$ cat src/hdl/twofish_h_function_core_defines.svh
// Assertion macros shared by the Twofish h function core.
// Each macro expects clk_i and rst_ni to be visible where it is used.
`ifndef TWOFISH_H_FUNCTION_CORE_DEFINES_SVH
`define TWOFISH_H_FUNCTION_CORE_DEFINES_SVH

// Check that cons holds in the same cycle as ante
`define TWH_ASSERT_SAME(lbl, ante, cons) \
  lbl: assert property (@(posedge clk_i) disable iff (!rst_ni) (ante) |-> (cons)) \
    else $error("twofish h core: same-cycle check failed");

// Check that cons holds in the cycle after ante
`define TWH_ASSERT_NEXT(lbl, ante, cons) \
  lbl: assert property (@(posedge clk_i) disable iff (!rst_ni) (ante) |=> (cons)) \
    else $error("twofish h core: next-cycle check failed");

`endif

$ cat src/hdl/twh_pkg.sv
// Package for the Twofish h function core: types, register map, q-box
// nibble tables, MDS matrix and the GF(2^8) helper functions. No dependencies.
`timescale 1ns / 1ps

package twh_pkg;

  typedef logic [31:0] word_t;
  typedef logic [7:0]  byte_t;
  typedef logic [2:0]  key_len_t;

  // Register map, index = byte address / 4
  typedef enum logic [2:0] {
    REG_KEY_WORD_ZERO  = 3'd0,
    REG_KEY_WORD_ONE   = 3'd1,
    REG_KEY_WORD_TWO   = 3'd2,
    REG_KEY_WORD_THREE = 3'd3,
    REG_KEY_WORDS      = 3'd4
  } twh_reg_e;

  localparam int unsigned ApbAddrWidth = 5;

  // Legal key lengths in 64-bit words
  localparam key_len_t KEY_LEN_128 = 3'd2;
  localparam key_len_t KEY_LEN_192 = 3'd3;
  localparam key_len_t KEY_LEN_256 = 3'd4;

  // Key words and key length, as seen by the datapath
  typedef struct packed {
    word_t    k0;
    word_t    k1;
    word_t    k2;
    word_t    k3;
    key_len_t len;
  } twh_key_t;

  // q0/q1 choice per byte, bit i for byte i (1 selects q1)
  localparam logic [3:0] SEL_K3    = 4'b1001;
  localparam logic [3:0] SEL_K2    = 4'b0011;
  localparam logic [3:0] SEL_K1    = 4'b1010;
  localparam logic [3:0] SEL_K0    = 4'b1100;
  localparam logic [3:0] SEL_FINAL = 4'b0101;

  // Low byte of the reduction polynomial x^8+x^6+x^5+x^3+1
  localparam byte_t GF_POLY_LOW = 8'h69;

  // Nibble tables t0..t3 for q0 and q1
  localparam logic [3:0] NIB_TAB [2][4][16] = '{
    '{
      '{4'h8, 4'h1, 4'h7, 4'hD, 4'h6, 4'hF, 4'h3, 4'h2,
        4'h0, 4'hB, 4'h5, 4'h9, 4'hE, 4'hC, 4'hA, 4'h4},
      '{4'hE, 4'hC, 4'hB, 4'h8, 4'h1, 4'h2, 4'h3, 4'h5,
        4'hF, 4'h4, 4'hA, 4'h6, 4'h7, 4'h0, 4'h9, 4'hD},
      '{4'hB, 4'hA, 4'h5, 4'hE, 4'h6, 4'hD, 4'h9, 4'h0,
        4'hC, 4'h8, 4'hF, 4'h3, 4'h2, 4'h4, 4'h7, 4'h1},
      '{4'hD, 4'h7, 4'hF, 4'h4, 4'h1, 4'h2, 4'h6, 4'hE,
        4'h9, 4'hB, 4'h3, 4'h0, 4'h8, 4'h5, 4'hC, 4'hA}
    },
    '{
      '{4'h2, 4'h8, 4'hB, 4'hD, 4'hF, 4'h7, 4'h6, 4'hE,
        4'h3, 4'h1, 4'h9, 4'h4, 4'h0, 4'hA, 4'hC, 4'h5},
      '{4'h1, 4'hE, 4'h2, 4'hB, 4'h4, 4'hC, 4'h3, 4'h7,
        4'h6, 4'hD, 4'hA, 4'h5, 4'hF, 4'h9, 4'h0, 4'h8},
      '{4'h4, 4'hC, 4'h7, 4'h5, 4'h1, 4'h6, 4'h9, 4'hA,
        4'h0, 4'hE, 4'hD, 4'h8, 4'h2, 4'hB, 4'h3, 4'hF},
      '{4'hB, 4'h9, 4'h5, 4'h1, 4'hC, 4'h3, 4'hD, 4'hE,
        4'h6, 4'h4, 4'h7, 4'hF, 4'h2, 4'h0, 4'h8, 4'hA}
    }
  };

  // MDS matrix, row i gives output byte i
  localparam byte_t MDS_MAT [4][4] = '{
    '{8'h01, 8'hEF, 8'h5B, 8'h5B},
    '{8'h5B, 8'hEF, 8'hEF, 8'h01},
    '{8'hEF, 8'h5B, 8'h01, 8'hEF},
    '{8'hEF, 8'h01, 8'hEF, 8'h5B}
  };

  // Rotate a nibble right by one
  function automatic logic [3:0] ror4(input logic [3:0] v);
    return {v[0], v[3:1]};
  endfunction

  // q permutation: sel 0 = q0, sel 1 = q1
  function automatic byte_t q_perm(input byte_t x, input logic sel);
    logic [3:0] a0, b0, a1, b1, a2, b2, a3, b3, a4, b4;
    a0 = x[7:4];
    b0 = x[3:0];
    a1 = a0 ^ b0;
    b1 = a0 ^ ror4(b0) ^ {a0[0], 3'b000};
    a2 = NIB_TAB[sel][0][a1];
    b2 = NIB_TAB[sel][1][b1];
    a3 = a2 ^ b2;
    b3 = a2 ^ ror4(b2) ^ {a2[0], 3'b000};
    a4 = NIB_TAB[sel][2][a3];
    b4 = NIB_TAB[sel][3][b3];
    return {b4, a4};
  endfunction

  // GF(2^8) product; with a constant k this folds to a few XOR gates
  function automatic byte_t gf_mul(input byte_t k, input byte_t b);
    byte_t acc;
    byte_t sh;
    acc = '0;
    sh  = b;
    for (int i = 0; i < 8; i++) begin
      if (k[i]) begin
        acc = acc ^ sh;
      end
      sh = sh[7] ? ({sh[6:0], 1'b0} ^ GF_POLY_LOW) : {sh[6:0], 1'b0};
    end
    return acc;
  endfunction

endpackage

$ cat src/hdl/twh_keyed_sbox.sv
// Key-dependent byte substitution of the h function: q-box chains with
// key-byte XORs for all four bytes. Depends on twh_pkg.
`timescale 1ns / 1ps

module twh_keyed_sbox (
  input  twh_pkg::word_t   in_word_i,
  input  twh_pkg::twh_key_t key_i,
  output twh_pkg::word_t   sbox_word_o
);
  import twh_pkg::*;

  // Run each byte through its q chain; stages in front drop out for short keys
  always_comb begin
    byte_t v;
    for (int i = 0; i < 4; i++) begin
      v = in_word_i[8*i +: 8];
      if (key_i.len == KEY_LEN_256) begin
        v = q_perm(v, SEL_K3[i]) ^ key_i.k3[8*i +: 8];
      end
      if (key_i.len == KEY_LEN_192 || key_i.len == KEY_LEN_256) begin
        v = q_perm(v, SEL_K2[i]) ^ key_i.k2[8*i +: 8];
      end
      v = q_perm(v, SEL_K1[i]) ^ key_i.k1[8*i +: 8];
      v = q_perm(v, SEL_K0[i]) ^ key_i.k0[8*i +: 8];
      sbox_word_o[8*i +: 8] = q_perm(v, SEL_FINAL[i]);
    end
  end

endmodule

$ cat src/hdl/twh_mds.sv
// MDS matrix multiply over GF(2^8) with the 0x169 polynomial.
// Depends on twh_pkg.
`timescale 1ns / 1ps

module twh_mds (
  input  twh_pkg::word_t y_word_i,
  output twh_pkg::word_t z_word_o
);
  import twh_pkg::*;

  // Each output byte is the XOR of four constant products
  always_comb begin
    byte_t z;
    for (int i = 0; i < 4; i++) begin
      z = '0;
      for (int j = 0; j < 4; j++) begin
        z = z ^ gf_mul(MDS_MAT[i][j], y_word_i[8*j +: 8]);
      end
      z_word_o[8*i +: 8] = z;
    end
  end

endmodule

$ cat src/hdl/twofish_h_function_core.sv
// Twofish h function core: key registers on an APB-style port, input register,
// keyed S-box and MDS logic, result register. Depends on twh_pkg,
// twh_keyed_sbox, twh_mds and twofish_h_function_core_defines.svh.
//
//  Channel   Direction  Payload / use
//  s_axis    in         tdata[31:0] = in_word
//  m_axis    out        tdata[31:0] = out_word
//  apb       in/out     key_word_zero..three at 0x00..0x0C, key_words_in_use at 0x10
//
// The input register captures each input transaction and the result register loads from it
// when out_ready is high, so a stall on m_axis_tready can hold a result back; the path
// between the registers is the full q-box chain plus the MDS multiply. One transaction per
// cycle sustained while m_axis_tready stays high.
// The input register can take one more transaction while a result waits on m_axis_tready.
// Reset clears both valid flags, zeroes the key words and sets a 128-bit key.
`timescale 1ns / 1ps

`include "twofish_h_function_core_defines.svh"

module twofish_h_function_core (
  input  logic                                clk_i,
  input  logic                                rst_ni,
  // input stream; tdata: [31:0] in_word
  input  logic                                s_axis_tvalid,
  output logic                                s_axis_tready,
  input  logic [31:0]                         s_axis_tdata,
  // result stream; tdata: [31:0] out_word
  output logic                                m_axis_tvalid,
  input  logic                                m_axis_tready,
  output logic [31:0]                         m_axis_tdata,
  // configuration
  input  logic                                psel,
  input  logic                                penable,
  input  logic                                pwrite,
  input  logic [twh_pkg::ApbAddrWidth-1:0]    paddr,
  input  logic [31:0]                         pwdata,
  output logic [31:0]                         prdata,
  output logic                                pready
);
  import twh_pkg::*;

  twh_key_t key_q;
  word_t    in_word_q;
  logic     in_valid_q;
  word_t    out_word_q;
  logic     out_valid_q;
  logic     out_ready;
  logic     cfg_write;
  twh_reg_e reg_idx;
  word_t    sbox_word;
  word_t    mds_word;

  assign pready    = 1'b1;
  assign cfg_write = psel & penable & pwrite & pready;
  assign reg_idx   = twh_reg_e'(paddr[ApbAddrWidth-1:2]);

  // Key registers; illegal key lengths are dropped
  always_ff @(posedge clk_i or negedge rst_ni) begin
    if (!rst_ni) begin
      key_q.k0  <= '0;
      key_q.k1  <= '0;
      key_q.k2  <= '0;
      key_q.k3  <= '0;
      key_q.len <= KEY_LEN_128;
    end else if (cfg_write) begin
      case (reg_idx)
        REG_KEY_WORD_ZERO:  key_q.k0 <= pwdata;
        REG_KEY_WORD_ONE:   key_q.k1 <= pwdata;
        REG_KEY_WORD_TWO:   key_q.k2 <= pwdata;
        REG_KEY_WORD_THREE: key_q.k3 <= pwdata;
        REG_KEY_WORDS: begin
          if (pwdata[2:0] inside {KEY_LEN_128, KEY_LEN_192, KEY_LEN_256}) begin
            key_q.len <= pwdata[2:0];
          end
        end
        default: ;
      endcase
    end
  end

  // Register readback
  always_comb begin
    case (reg_idx)
      REG_KEY_WORD_ZERO:  prdata = key_q.k0;
      REG_KEY_WORD_ONE:   prdata = key_q.k1;
      REG_KEY_WORD_TWO:   prdata = key_q.k2;
      REG_KEY_WORD_THREE: prdata = key_q.k3;
      REG_KEY_WORDS:      prdata = {29'd0, key_q.len};
      default:            prdata = '0;
    endcase
  end

  // Stage handshake: each register takes new data when empty or draining
  assign out_ready     = ~out_valid_q | m_axis_tready;
  assign s_axis_tready = ~in_valid_q | out_ready;

  // Input register
  always_ff @(posedge clk_i or negedge rst_ni) begin
    if (!rst_ni) begin
      in_valid_q <= 1'b0;
    end else if (s_axis_tready) begin
      in_valid_q <= s_axis_tvalid;
    end
  end

  always_ff @(posedge clk_i) begin
    if (s_axis_tready && s_axis_tvalid) begin
      in_word_q <= s_axis_tdata;
    end
  end

  twh_keyed_sbox u_sbox (
    .in_word_i   (in_word_q),
    .key_i       (key_q),
    .sbox_word_o (sbox_word)
  );

  twh_mds u_mds (
    .y_word_i (sbox_word),
    .z_word_o (mds_word)
  );

  // Result register
  always_ff @(posedge clk_i or negedge rst_ni) begin
    if (!rst_ni) begin
      out_valid_q <= 1'b0;
    end else if (out_ready) begin
      out_valid_q <= in_valid_q;
    end
  end

  always_ff @(posedge clk_i) begin
    if (out_ready && in_valid_q) begin
      out_word_q <= mds_word;
    end
  end

  assign m_axis_tvalid = out_valid_q;
  assign m_axis_tdata  = out_word_q;

  // Checks
  `TWH_ASSERT_SAME(a_key_len_legal, 1'b1,
      key_q.len == KEY_LEN_128 || key_q.len == KEY_LEN_192 || key_q.len == KEY_LEN_256)
  `TWH_ASSERT_NEXT(a_in_captured, s_axis_tvalid && s_axis_tready, in_valid_q)
  `TWH_ASSERT_NEXT(a_in_held, in_valid_q && !out_ready,
      in_valid_q && $stable(in_word_q))
  `TWH_ASSERT_NEXT(a_result_loaded, in_valid_q && out_ready,
      out_valid_q && out_word_q == $past(mds_word))
  `TWH_ASSERT_SAME(a_accept_while_stalled, !in_valid_q && out_valid_q && !m_axis_tready,
      s_axis_tready)

endmodule
$ cat config.mk
export PLATFORM = sky130hd
export DESIGN_NAME = twofish_h_function_core
export DESIGN_NICKNAME = d
export VERILOG_FILES = /design/src/hdl/twh_pkg.sv /design/src/hdl/twh_keyed_sbox.sv /design/src/hdl/twh_mds.sv /design/src/hdl/twofish_h_function_core.sv
export VERILOG_INCLUDE_DIRS = /design/src /design/src/hdl
export SDC_FILE = /design/constraint.sdc
export NUM_CORES = 1
export LEC_CHECK = 0
export ABC_AREA = 0
export BUFFER_PORTS_ARGS = -buffer_cell sky130_fd_sc_hd__buf_4
export CORE_MARGIN = 8
export CORE_UTILIZATION = 25
export DETAILED_ROUTE_END_ITERATION = 10
export SETUP_SLACK_MARGIN = 0.15
export SYNTH_ARGS = -nofsm -noshare
export SYNTH_HDL_FRONTEND = slang
export SYNTH_SLANG_ARGS = --single-unit
$ cat constraint.sdc
create_clock -name clk_i -period 32.4 [get_ports clk_i]
set_input_delay 1.62 -clock clk_i [delete_from_list [all_inputs] [get_ports clk_i]]
set_output_delay 1.62 -clock clk_i [all_outputs]
set_load 0.05 [all_outputs]
==> flow_metrics.env <==
export IMPL_drv_cap=0
export IMPL_drtIter0Drc=1822
export IMPL_worst_clock_skew_ns=0.0162
export IMPL_ctsHoldBuffers=0
export IMPL_grt_max_degree=71
export IMPL_outcome="finished clean"
export IMPL_die_area_um2=143000
export IMPL_cp_data_required_time_ns=32.68
export IMPL_critPathArrivalTime_ns=18.29
export IMPL_vias_per_cell=4.96
export IMPL_crit_type="reg -> reg"
export IMPL_antenna_found_initial=5
export IMPL_cts_resized=0
export IMPL_hpwlAfterDp_um=74200
export IMPL_synth_cell_type_count=146
export IMPL_dr_pass1_iters=5
export IMPL_die_width_um=378
export IMPL_synthArstFlopShare=0.675
export IMPL_worstPathMaxFanout=14
export IMPL_cts_tree="yes"
export IMPL_endpoint_kind="register"
export IMPL_cts_max_path_buffers=2
export IMPL_hp_class="reg -> reg"
export IMPL_finalMaxSlewViolations=0
export IMPL_final_common_cell="xnor2_1"
export IMPL_grt_pass1_wl_um=143000
export IMPL_tightest_slew_ns=1.09
export IMPL_synth_fp_nets=3859
export IMPL_port_buffers=139
export IMPL_holdPathStages=2
export IMPL_syn_to_final_growth_pct=11.2
export IMPL_grt_setup_unrepaired="no"
export IMPL_synth_edf_count=64
export IMPL_max_freq_mhz=55.5
export IMPL_ys_ff_latch=197
export IMPL_cts_setup_buffers=0
export IMPL_drive_gt1_frac=0.175
export IMPL_final_cell_mix="323 x xnor2_1, 251 x ha_1, 215 x inv_1, 187 x mux2i_1, 185 x nand2_1"
export IMPL_start_util=0.251
export IMPL_clkSlewWorstSetupHoldPaths_ns=0.08
export IMPL_hold_viol_final=0
export IMPL_avgSynthCellArea_um2=9.30
export IMPL_synthCells=3532
export IMPL_slew_headroom=0.274
export IMPL_clkLatencyLatePin_ns=0.54
export IMPL_io_pins=143
export IMPL_cp_slowest_cell="xnor2_1"
export IMPL_routed_wirelength_um=92600
export IMPL_grt_use_total=0.125
export IMPL_yosys_warnings=0
export IMPL_cts_made_buffers=17
export IMPL_drt_antenna_violating_nets=0
export IMPL_yosysSeqAreaShare=0.160
export IMPL_grt_pass1_vias=25200
export IMPL_setup_worst_path_start_class="register"
export IMPL_setup_tns_final_ns=0
export IMPL_htree_levels=4
export IMPL_cts_root_buf="clkbuf_16"
export IMPL_synthesis_area_um2=32900
export IMPL_drc=0
export IMPL_routedWlPerCell_um=17.2
export IMPL_fin_crit_ns=18.02
export IMPL_crit_path_max_incr_delay_ns=0.86
export IMPL_synth_main_ff_cell="dfrtp_1"
export IMPL_setup_violations_final=0
export IMPL_die_y_um=378
export IMPL_place_gp_congestion=0.858
export IMPL_fin_util=0.279
export IMPL_r2r_cells=57
export IMPL_nets=3950
export IMPL_rows=133
export IMPL_overflow=0
export IMPL_dr_total_vias=26800
export IMPL_clock_sinks=197
export IMPL_place_ws_ns=14.57
export IMPL_min_period_over_period=0.556
export IMPL_worst_slack_ns=14.38
export IMPL_coreArea_um2=131000
-- kinds of logic (layout without fill, tap and decap cells) --
logic type | after synthesis | in the layout | synth area share
simple gates | 886 | 886 | 0.143
compound gates | 826 | 826 | 0.194
xor+xnor | 654 | 654 | 0.229
mux | 394 | 394 | 0.140
buf+inv | 322 | 426 | 0.0384
fa+ha+maj | 252 | 252 | 0.0959
flops | 197 | 197 | 0.160
other cells | 1 | 4 | 0.000114
-- routing by layer --
| layer | vias to the layer above | global-route usage | wire (µm) |
|---|---|---|---|
| met5 | - | 0 | 13 |
| met4 | 2 | 0.0269 | 1240 |
| met3 | 63 | 0.0189 | 4630 |
| met2 | 547 | 0.197 | 41400 |
| met1 | 13000 | 0.180 | 45300 |
| li1 | 13200 | - | - |
-- critical path, delay by kind of cell (launching register included) --
kind            cells  cell delay, ns
compound gates     11            2.71
xor+xnor           14            5.95
fa+ha+maj           8            2.42
buf+inv             6            0.95
flops               1            0.45
mux                 5            1.85
simple gates       13            3.42
-- registers in the layout (all words and copies together), names as in the netlist --
name           flops
key_q            131
in_word_q         32
m_axis_tdata      32
in_valid_q         1
m_axis_tvalid      1
-- through the flow --
stage	instance area (µm²)	std cells	hold slack, ns
2_1_floorplan	32900	3532	0.449
3_3_place_gp	35900	5359	0.495
3_5_place_dp	35900	5359	0.501
4_1_cts	36500	5391	0.513
5_1_grt	36500	5391	0.552
6_report	36500	5394	0.515
-- final cells by class --
class	count	area [µm²]
Antenna cell	3	7.51
Clock buffer	17	425
Clock inverter	15	159
Fill cell	13900	94400
Inverter	237	892
Multi-Input combinational cell	3013	26400
Sequential cell	197	5250
Tap cell	1755	2200
Timing Repair Buffer	157	1180
-- synth_stat cells, types with 19 or more instances --
library cell / count / area [µm²]
and3_1: 45 / 282
o31ai_1: 19 / 143
mux4_2: 19 / 428
dfrtp_1: 132 / 3300
o21ai_0: 116 / 581
a221o_1: 31 / 310
inv_1: 215 / 807
xor2_2: 30 / 488
a21oi_1: 123 / 616
xnor2_2: 52 / 846
o21ai_1: 39 / 195
nor2_1: 166 / 623
o22ai_1: 24 / 150
nand4_1: 34 / 213
a211oi_1: 45 / 338
xnor2_1: 323 / 2830
nor2b_1: 28 / 175
or3_1: 34 / 213
nand2b_1: 29 / 181
nand2_1: 186 / 698
clkbuf_1: 48 / 180
inv_2: 21 / 78.8
xnor3_1: 51 / 1150
a21o_1: 27 / 203
and2_1: 46 / 288
o211ai_1: 54 / 405
ha_1: 251 / 3140
a22oi_1: 25 / 188
nand3_1: 82 / 410
a22o_1: 27 / 236
xor2_1: 170 / 1490
mux2_2: 158 / 1780
a31oi_1: 23 / 144
edfxtp_1: 64 / 1920
nor3_1: 104 / 521
o21a_1: 23 / 173
mux2i_1: 187 / 1870
-- final timing paths --
check | startpoint | endpoint | slack, ns
max | in_word_q[21] | m_axis_tdata[11] | 14.38
min | key_q[1] | key_q[1] | 0.51
max reg2reg | in_word_q[21] | m_axis_tdata[11] | 14.38
min reg2reg | key_q[1] | key_q[1] | 0.51
max in group asynchronous | rst_ni | key_q[100] | 29.89
min in group asynchronous | rst_ni | key_q[92] | 1.10
Power is not shown: default switching activity piles up to over one toggle a cycle in this logic, so the estimate is an artifact.
